$ cat config.mk
export PLATFORM = sky130hd
export DESIGN_NAME = sorted_double_ended_priority_queue
export DESIGN_NICKNAME = d
export VERILOG_FILES = /design/src/design/sdpq_pkg.sv /design/src/design/sdpq_cell.sv /design/src/design/sorted_double_ended_priority_queue.sv
export SDC_FILE = /design/constraint.sdc
export NUM_CORES = 2
export LEC_CHECK = 0
export BUFFER_PORTS_ARGS = -buffer_cell sky130_fd_sc_hd__buf_2
export CAP_MARGIN = 20
export CORE_ASPECT_RATIO = 2
export CORE_MARGIN = 2
export CORE_UTILIZATION = 50
export CTS_CLUSTER_SIZE = 25
export DETAILED_ROUTE_END_ITERATION = 10
export PLACE_DENSITY_LB_ADDON = 0.1
export SLEW_MARGIN = 0
export SYNTH_ARGS = -nofsm -noshare
export SYNTH_HDL_FRONTEND = slang
export SYNTH_SLANG_ARGS = --single-unit
$ cat constraint.sdc
create_clock -name clk -period 12.4 [get_ports clk]
set_input_delay 2.48 -clock clk [delete_from_list [all_inputs] [get_ports clk]]
set_output_delay 2.48 -clock clk [all_outputs]
set_load 0.05 [all_outputs]
$ cat src/design/sdpq_pkg.sv
// ----------------------------------------------------------------------------
// sdpq_pkg
// shared types and constants of the sorted double-ended priority queue
// ----------------------------------------------------------------------------
`default_nettype none

package sdpq_pkg;

	localparam int CAPACITY = 16;
	localparam int CNT_W    = $clog2(CAPACITY + 1);
	localparam int IDX_W    = $clog2(CAPACITY);
	localparam int DATA_W   = 32;

	typedef logic signed [DATA_W-1:0] data_t;
	typedef logic [CNT_W-1:0]         cnt_t;

	typedef enum logic [1:0] {
		OP_INSERT     = 2'd0,
		OP_TAKE_FRONT = 2'd1,
		OP_TAKE_REAR  = 2'd2
	} op_t;

	typedef enum logic [1:0] {
		ST_OK    = 2'd0,
		ST_EMPTY = 2'd1,
		ST_FULL  = 2'd2
	} status_t;

	// per-cycle command broadcast to every cell
	typedef struct packed {
		logic ins;
		logic front;
	} cell_ctrl_t;

endpackage

`default_nettype wire

$ cat src/design/sdpq_cell.sv
// ----------------------------------------------------------------------------
// sdpq_cell
// one slot of the sorted chain: keeps, takes the new value, or takes a neighbor
// ----------------------------------------------------------------------------
`default_nettype none

module sdpq_cell (
	input  wire                       clk,
	input  wire sdpq_pkg::cell_ctrl_t ctrl,
	input  wire sdpq_pkg::data_t      new_value,
	input  wire                       occupied,
	input  wire                       left_keep,
	input  wire sdpq_pkg::data_t      left_value,
	input  wire sdpq_pkg::data_t      right_value,
	output logic                      keep,
	output sdpq_pkg::data_t           value
);

	sdpq_pkg::data_t value_q;
	sdpq_pkg::data_t value_d;

	// held entry stays ahead of an equal or smaller new value
	assign keep  = occupied && (value_q >= new_value);
	assign value = value_q;

	always_comb begin
		value_d = value_q;
		if (ctrl.ins && !keep) begin
			value_d = left_keep ? new_value : left_value;
		end else if (ctrl.front) begin
			value_d = right_value;
		end
	end

	always_ff @(posedge clk) begin
		value_q <= value_d;
	end

endmodule

`default_nettype wire

$ cat src/design/sorted_double_ended_priority_queue.sv
// ----------------------------------------------------------------------------
// sorted_double_ended_priority_queue
// descending sorted store with insert, take-front and take-rear requests
// ----------------------------------------------------------------------------
// channel   direction  tdata                               tuser
// s_*       in         [31:0] value                        [1:0] operation
// m_*       out        [31:0] removed_value,               [1:0] status
//                      [36:32] entry_count, [39:37] zero
//
// one request per cycle while no result is stalled; a request's result appears in the output register
// on the cycle after it is accepted. the cell row updates in that same cycle,
// every cell comparing against the broadcast value; an insert or take-front shifts the affected cells by one slot.
// arst_n clears the count and the output valid; cell contents are don't-care.
// a stalled result holds s_tready low until m_tready takes it.
// ----------------------------------------------------------------------------
`default_nettype none

module sorted_double_ended_priority_queue (
	input  wire         clk,
	input  wire         arst_n,
	input  wire         s_tvalid,
	output logic        s_tready,
	input  wire  [31:0] s_tdata,  // [31:0] value
	input  wire  [1:0]  s_tuser,  // [1:0] operation
	output logic        m_tvalid,
	input  wire         m_tready,
	output logic [39:0] m_tdata,  // [31:0] removed_value, [36:32] entry_count
	output logic [1:0]  m_tuser   // [1:0] status
);

	sdpq_pkg::cnt_t       count_q;
	sdpq_pkg::cnt_t       count_d;
	sdpq_pkg::cell_ctrl_t ctrl;
	sdpq_pkg::data_t      new_value;
	sdpq_pkg::data_t      taken;
	sdpq_pkg::status_t    status;
	sdpq_pkg::data_t      cell_value [sdpq_pkg::CAPACITY];
	logic                 cell_keep  [sdpq_pkg::CAPACITY];
	logic [sdpq_pkg::IDX_W-1:0] rear_idx;
	logic                 accept;
	logic                 is_empty;
	logic                 is_full;

	logic                 m_tvalid_q;
	sdpq_pkg::data_t      removed_q;
	sdpq_pkg::status_t    status_q;
	logic [4:0]           entry_count_q;

	assign s_tready  = !m_tvalid_q || m_tready;
	assign accept    = s_tvalid && s_tready;
	assign new_value = sdpq_pkg::data_t'(s_tdata);
	assign is_empty  = (count_q == '0);
	assign is_full   = (count_q == sdpq_pkg::CNT_W'(sdpq_pkg::CAPACITY));
	assign rear_idx  = sdpq_pkg::IDX_W'(count_q - 1'b1);

	always_comb begin
		ctrl    = '0;
		count_d = count_q;
		taken   = '0;
		status  = sdpq_pkg::ST_OK;
		unique case (sdpq_pkg::op_t'(s_tuser))
			sdpq_pkg::OP_INSERT: begin
				if (is_full) begin
					status = sdpq_pkg::ST_FULL;
				end else begin
					ctrl.ins = accept;
					count_d  = count_q + 1'b1;
				end
			end
			sdpq_pkg::OP_TAKE_FRONT: begin
				if (is_empty) begin
					status = sdpq_pkg::ST_EMPTY;
				end else begin
					ctrl.front = accept;
					taken      = cell_value[0];
					count_d    = count_q - 1'b1;
				end
			end
			sdpq_pkg::OP_TAKE_REAR: begin
				if (is_empty) begin
					status = sdpq_pkg::ST_EMPTY;
				end else begin
					taken   = cell_value[rear_idx];
					count_d = count_q - 1'b1;
				end
			end
			default: begin
				status = sdpq_pkg::ST_OK;
			end
		endcase
	end

	for (genvar i = 0; i < sdpq_pkg::CAPACITY; i++) begin : g_cell
		logic            occ;
		logic            lkeep;
		sdpq_pkg::data_t lval;
		sdpq_pkg::data_t rval;

		assign occ = (count_q > sdpq_pkg::CNT_W'(i));

		if (i == 0) begin : g_first
			assign lkeep = 1'b1;
			assign lval  = new_value;
		end else begin : g_mid
			assign lkeep = cell_keep[i-1];
			assign lval  = cell_value[i-1];
		end

		if (i == sdpq_pkg::CAPACITY - 1) begin : g_last
			assign rval = cell_value[i];
		end else begin : g_inner
			assign rval = cell_value[i+1];
		end

		sdpq_cell u_cell (
			.clk         (clk),
			.ctrl        (ctrl),
			.new_value   (new_value),
			.occupied    (occ),
			.left_keep   (lkeep),
			.left_value  (lval),
			.right_value (rval),
			.keep        (cell_keep[i]),
			.value       (cell_value[i])
		);
	end

	always_ff @(posedge clk or negedge arst_n) begin
		if (!arst_n) begin
			count_q    <= '0;
			m_tvalid_q <= 1'b0;
		end else begin
			if (accept) begin
				count_q <= count_d;
			end
			if (s_tready) begin
				m_tvalid_q <= s_tvalid;
			end
		end
	end

	always_ff @(posedge clk) begin
		if (accept) begin
			removed_q     <= taken;
			status_q      <= status;
			entry_count_q <= 5'(count_d);
		end
	end

	assign m_tvalid = m_tvalid_q;
	assign m_tdata  = {3'b000, entry_count_q, removed_q};
	assign m_tuser  = status_q;

endmodule

`default_nettype wire

==> report_table.html <==
<table>
<tr><th>Metric</th><th>Value</th></tr>
<tr><th colspan="2">Placed design</th></tr>
<tr><td># port buffers</td><td>78</td></tr>
<tr><td>Final GP Congestion</td><td>a little under 1</td></tr>
<tr><td>Worst slack after detailed placement</td><td>4.204 ns</td></tr>
<tr><td>Detailed placement HPWL</td><td>roughly 130000 microns</td></tr>
<tr><th colspan="2">Worst setup path</th></tr>
<tr><td>Cells along the critical path</td><td>buf_2 -&gt; inv_1 -&gt; buf_4 -&gt; ha_1 -&gt; nand4_1 -&gt; nor4_1 -&gt; o311a_1 -&gt; o32ai_1 -&gt; a21oi_4 -&gt; nand2b_2 -&gt; nand2_1 -&gt; buf_4</td></tr>
<tr><td>Most numerous cell on the critical path</td><td>buf_4</td></tr>
<tr><td>Crit Path Max Fanout</td><td>33</td></tr>
<tr><td>Worst Setup Path Type</td><td>input pin to flop</td></tr>
<tr><td>Element type at the critical path end</td><td>flop</td></tr>
<tr><td>Crit-path max cell delay</td><td>0.98 ns</td></tr>
<tr><td>Sort of element at the start of the critical path</td><td>input pin</td></tr>
<tr><td>Highest-delay cell along the critical path</td><td>nand2b_2</td></tr>
<tr><td>Arr. time, crit path</td><td>8.18 ns</td></tr>
<tr><td>Data required, critical path</td><td>12.78 ns</td></tr>
<tr><td>Category of cells accounting for the largest share of critical-path delay</td><td>simple AND/OR/NAND/NOR gates</td></tr>
<tr><td>Total buffers and inverters traversed by the critical path</td><td>4</td></tr>
<tr><th colspan="2">Floorplan</th></tr>
<tr><td>Floorplan row count</td><td>154</td></tr>
<tr><td>Die Width</td><td>214.2 microns</td></tr>
<tr><td>IO Pins</td><td>between 80 and 90</td></tr>
<tr><td>Initial Util</td><td>50.29%</td></tr>
<tr><td>Die span in y</td><td>approximately 420 microns</td></tr>
<tr><td>Placeable Area</td><td>87860 sq um</td></tr>
<tr><td>Die area</td><td>slightly above 90000 sq um</td></tr>
<tr><th colspan="2">Timing</th></tr>
<tr><td>Max-slew headroom at the worst pin</td><td>16.02%</td></tr>
<tr><td>Setup Viol. Count Final</td><td>0</td></tr>
<tr><td>Maximum clock skew at final layout</td><td>0.04418 ns</td></tr>
<tr><td>Final-layout setup total negative slack</td><td>0 ns</td></tr>
<tr><td>Ratio of final minimum period to clock period</td><td>62.92%</td></tr>
<tr><td>Transition time at the pin with the least slew margin</td><td>approximately 1.2 ns</td></tr>
<tr><td>Number of failing hold endpoints at the final stage</td><td>0</td></tr>
<tr><td>Timing-limited maximum frequency</td><td>between 100 and 150 MHz</td></tr>
<tr><td>Pins Over Slew Limit</td><td>0</td></tr>
<tr><td>Post-route setup slack</td><td>4.598 ns</td></tr>
<tr><td>Post-layout min period</td><td>7.802 ns</td></tr>
<tr><td>Setup repair after global routing missed its margin</td><td>no</td></tr>
<tr><th colspan="2">Global route</th></tr>
<tr><td>Vias in the first global route</td><td>between 30000 and 40000</td></tr>
<tr><td>Largest net degree at the start of global routing</td><td>96</td></tr>
<tr><td>Remaining Overflow, GRT</td><td>0</td></tr>
<tr><td>Wire length of the first global-routing pass</td><td>256100 microns</td></tr>
<tr><td>Global-route usage over all layers</td><td>39.00%</td></tr>
<tr><td>Initial antenna violation count</td><td>6</td></tr>
<tr><th colspan="2">Clock network</th></tr>
<tr><td>Post_cts resized</td><td>0</td></tr>
<tr><td>Insertion delay to the later sink of the worst-skew pair</td><td>0.71 ns</td></tr>
<tr><td>H-tree depth</td><td>2</td></tr>
<tr><td>Clock root buffer</td><td>clkbuf_16</td></tr>
<tr><td>Worst-case clock buffer depth</td><td>3</td></tr>
<tr><td>Hold-fix buffers at CTS</td><td>0</td></tr>
<tr><td>CTS tree</td><td>done</td></tr>
<tr><td>Number of clock buffers inserted by TritonCTS</td><td>58</td></tr>
<tr><td>Clock Pin Slew Worst Setup and Hold Paths</td><td>0.06 ns</td></tr>
<tr><td>Clock sink count</td><td>approximately 560</td></tr>
<tr><td>Number of post-CTS setup repair buffers</td><td>0</td></tr>
<tr><th colspan="2">Layout</th></tr>
<tr><td>Most common library cell in the layout ignoring fill and taps</td><td>edfxtp_1</td></tr>
<tr><td>Synth-to-layout area growth</td><td>8.444%</td></tr>
<tr><td>Share of final-layout standard cells stronger than drive strength 1</td><td>18.69%</td></tr>
<tr><td>Commonest cells after routing, fill and taps aside</td><td>edfxtp_1 (551), ha_1 (520), nand2_1 (427)</td></tr>
<tr><td>Post-layout utilization of the core</td><td>54.54%</td></tr>
<tr><td>Net count reported at finish</td><td>4579</td></tr>
<tr><th colspan="2">Power</th></tr>
<tr><td>Final total power</td><td>between 9000 and 10000 uW</td></tr>
<tr><td>Worst IR Drop VDD</td><td>317.5 uV</td></tr>
<tr><td>Power density normalized to cell area</td><td>slightly below 200 nW/um^2</td></tr>
<tr><td>Leakage dissipation</td><td>~0.019 uW</td></tr>
<tr><th colspan="2">Synth</th></tr>
<tr><td>Proportion of synthesized flip-flops having asynchronous set or reset</td><td>1.077%</td></tr>
<tr><td>Post-Syn Area</td><td>44190 sq um</td></tr>
<tr><td>Most frequently used flop master after synthesis</td><td>edfxtp_1</td></tr>
<tr><td>Post-synthesis cell type count</td><td>85</td></tr>
<tr><td>Sequential area share after synthesis</td><td>37.78%</td></tr>
<tr><td>Number of enable flip-flop cells after synthesis</td><td>551</td></tr>
<tr><td>Syn_area_per_cell</td><td>10.95 sq um</td></tr>
<tr><td>Number of warning messages in the yosys log</td><td>0</td></tr>
<tr><td>Flops &amp; latches, synth</td><td>557</td></tr>
<tr><td>Mapped Cells</td><td>between 4000 and 5000</td></tr>
<tr><th colspan="2">Drt</th></tr>
<tr><td>Final Routed Wirelength</td><td>179800 microns</td></tr>
<tr><td>Wirelength per Cell</td><td>between 30 and 40 microns</td></tr>
<tr><td>Number of DRC markers in iteration 0</td><td>3555</td></tr>
<tr><td>Number of vias per cell</td><td>6.908</td></tr>
<tr><td>DRC</td><td>0</td></tr>
<tr><td>Antenna-violating nets left</td><td>0</td></tr>
<tr><td>Number of detailed-routing iterations run before antenna repair</td><td>6</td></tr>
<tr><td>Overall via count from detail_route</td><td>36190</td></tr>
<tr><th colspan="2">Min path</th></tr>
<tr><td>Path type of the worst min-delay path</td><td>flop to flop</td></tr>
<tr><th colspan="2">Outcome</th></tr>
<tr><td>Result of the run</td><td>finished clean</td></tr>
<tr><th colspan="2">Flow run</th></tr>
<tr><td>Max-Cap Viols</td><td>0</td></tr>
</table>
logic make-up (layout without fill, tap and decap cells):
| group | Yosys count | count (layout) | synth area share (%) |
|---|---|---|---|
| mux | 719 | 719 | 20.82 |
| other cells | 1 | 6 | 0.008487 |
| compound gates | 1047 | 1047 | 13.89 |
| flops | 557 | 557 | 37.78 |
| fa+ha+maj | 522 | 522 | 14.78 |
| simple gates | 842 | 842 | 9.030 |
| buf+inv | 343 | 371 | 3.585 |
| xor+xnor | 5 | 5 | 0.09912 |
metal layers:
metal	share of wire, %	vias to the layer above	global-route usage [%]
met5	0.027	-	0
met4	11	8	35.36
met3	6.8	705	5.973
met2	49	1939	67.20
met1	33	17880	41.11
li1	-	15660	-
power breakdown:
group / internal, uW / switching (uW)
clock network: 1120 / 847
logic: 1660 / 3020
registers: 2370 / 277
total: 5150 / 4150
layout make-up:
class,count,area (sq um)
Timing Repair Buffer,189,1256
Inverter,75,281.5
Sequential cell,557,16700
Clock inverter,33,454.2
Clock buffer,74,1563
Tap cell,1170,1464
Multi-Input combinational cell,3138,26190
Antenna cell,3,7.507
Fill cell,7693,39950
synthesized netlist by cell type, drive strengths merged, types with 4 or more instances:
cell type | instances | area, sq um
and4 | 11 | 96.34
mux2i | 279 | 2793
nor2b | 20 | 125.1
a211o | 6 | 52.55
dfrtp | 6 | 150.1
o22ai | 6 | 37.54
edfxtp | 551 | 16550
a221oi | 10 | 117.6
a2111o | 4 | 45.04
nand4 | 92 | 575.6
a221o | 6 | 60.06
ha | 522 | 6531
o211ai | 18 | 135.1
inv | 75 | 281.5
a31oi | 85 | 531.8
nor4 | 10 | 75.07
a21oi | 281 | 1418
buf | 124 | 758.2
and3 | 9 | 56.30
o21a | 10 | 75.07
mux2 | 312 | 3525
a21boi | 4 | 30.03
mux4 | 128 | 2883
a21o | 78 | 585.6
nand2b | 39 | 244.0
nor3 | 18 | 95.09
a32oi | 33 | 289.0
a211oi | 21 | 177.7
nand3b | 34 | 255.2
o31ai | 7 | 52.55
nand3 | 68 | 340.3
and2 | 5 | 31.28
clkbuf | 144 | 544.3
nor2 | 94 | 380.4
o21ai | 444 | 2222
nand2 | 428 | 1607
sequential cells by signal (all words and copies together) (netlist names):
register             count
g_cell.u_cell.value    512
removed_q               32
count_q                  5
entry_count_q            5
m_tuser                  2
m_tvalid                 1
worst register-to-register path: stages, from the launching register on:
cell and delay [ns]:
edfxtp_1 0.48, ha_1 0.45, nand4_1 0.22, nor4_1 0.76, o311a_1 0.32, o32ai_1 0.13, a21oi_4 0.66, nand2b_2 0.99
nand2_1 0.79, buf_4 0.52
final timing paths:
check,depth (start not counted),slack [ns],from,end
max reg2reg,9,6.77,g_cell[2].u_cell.value[31]$_DFFE_PP_,g_cell[2].u_cell.value[21]$_DFFE_PP_
max in group asynchronous,1,10.57,arst_n,count_q[0]$_DFFE_PN0P_
min,2,0.54,m_tvalid$_DFFE_PN0N_,m_tvalid$_DFFE_PN0N_
min reg2reg,2,0.54,m_tvalid$_DFFE_PN0N_,m_tvalid$_DFFE_PN0N_
max,12,4.60,s_tdata[30],g_cell[2].u_cell.value[21]$_DFFE_PP_
min in group asynchronous,1,1.64,arst_n,count_q[0]$_DFFE_PN0P_
metrics by stage:
stage	std cells	hold slack (ns)	instance area, sq um
5_1_grt	5237	0.5557	47910
6_report	5239	0.5356	47920
2_1_floorplan	4038	0.5464	44190
3_3_place_gp	5127	0.5029	45860
4_1_cts	5235	0.5372	47900
3_5_place_dp	5128	0.5204	45890
Note: power is estimated with default switching activity, not from simulation.
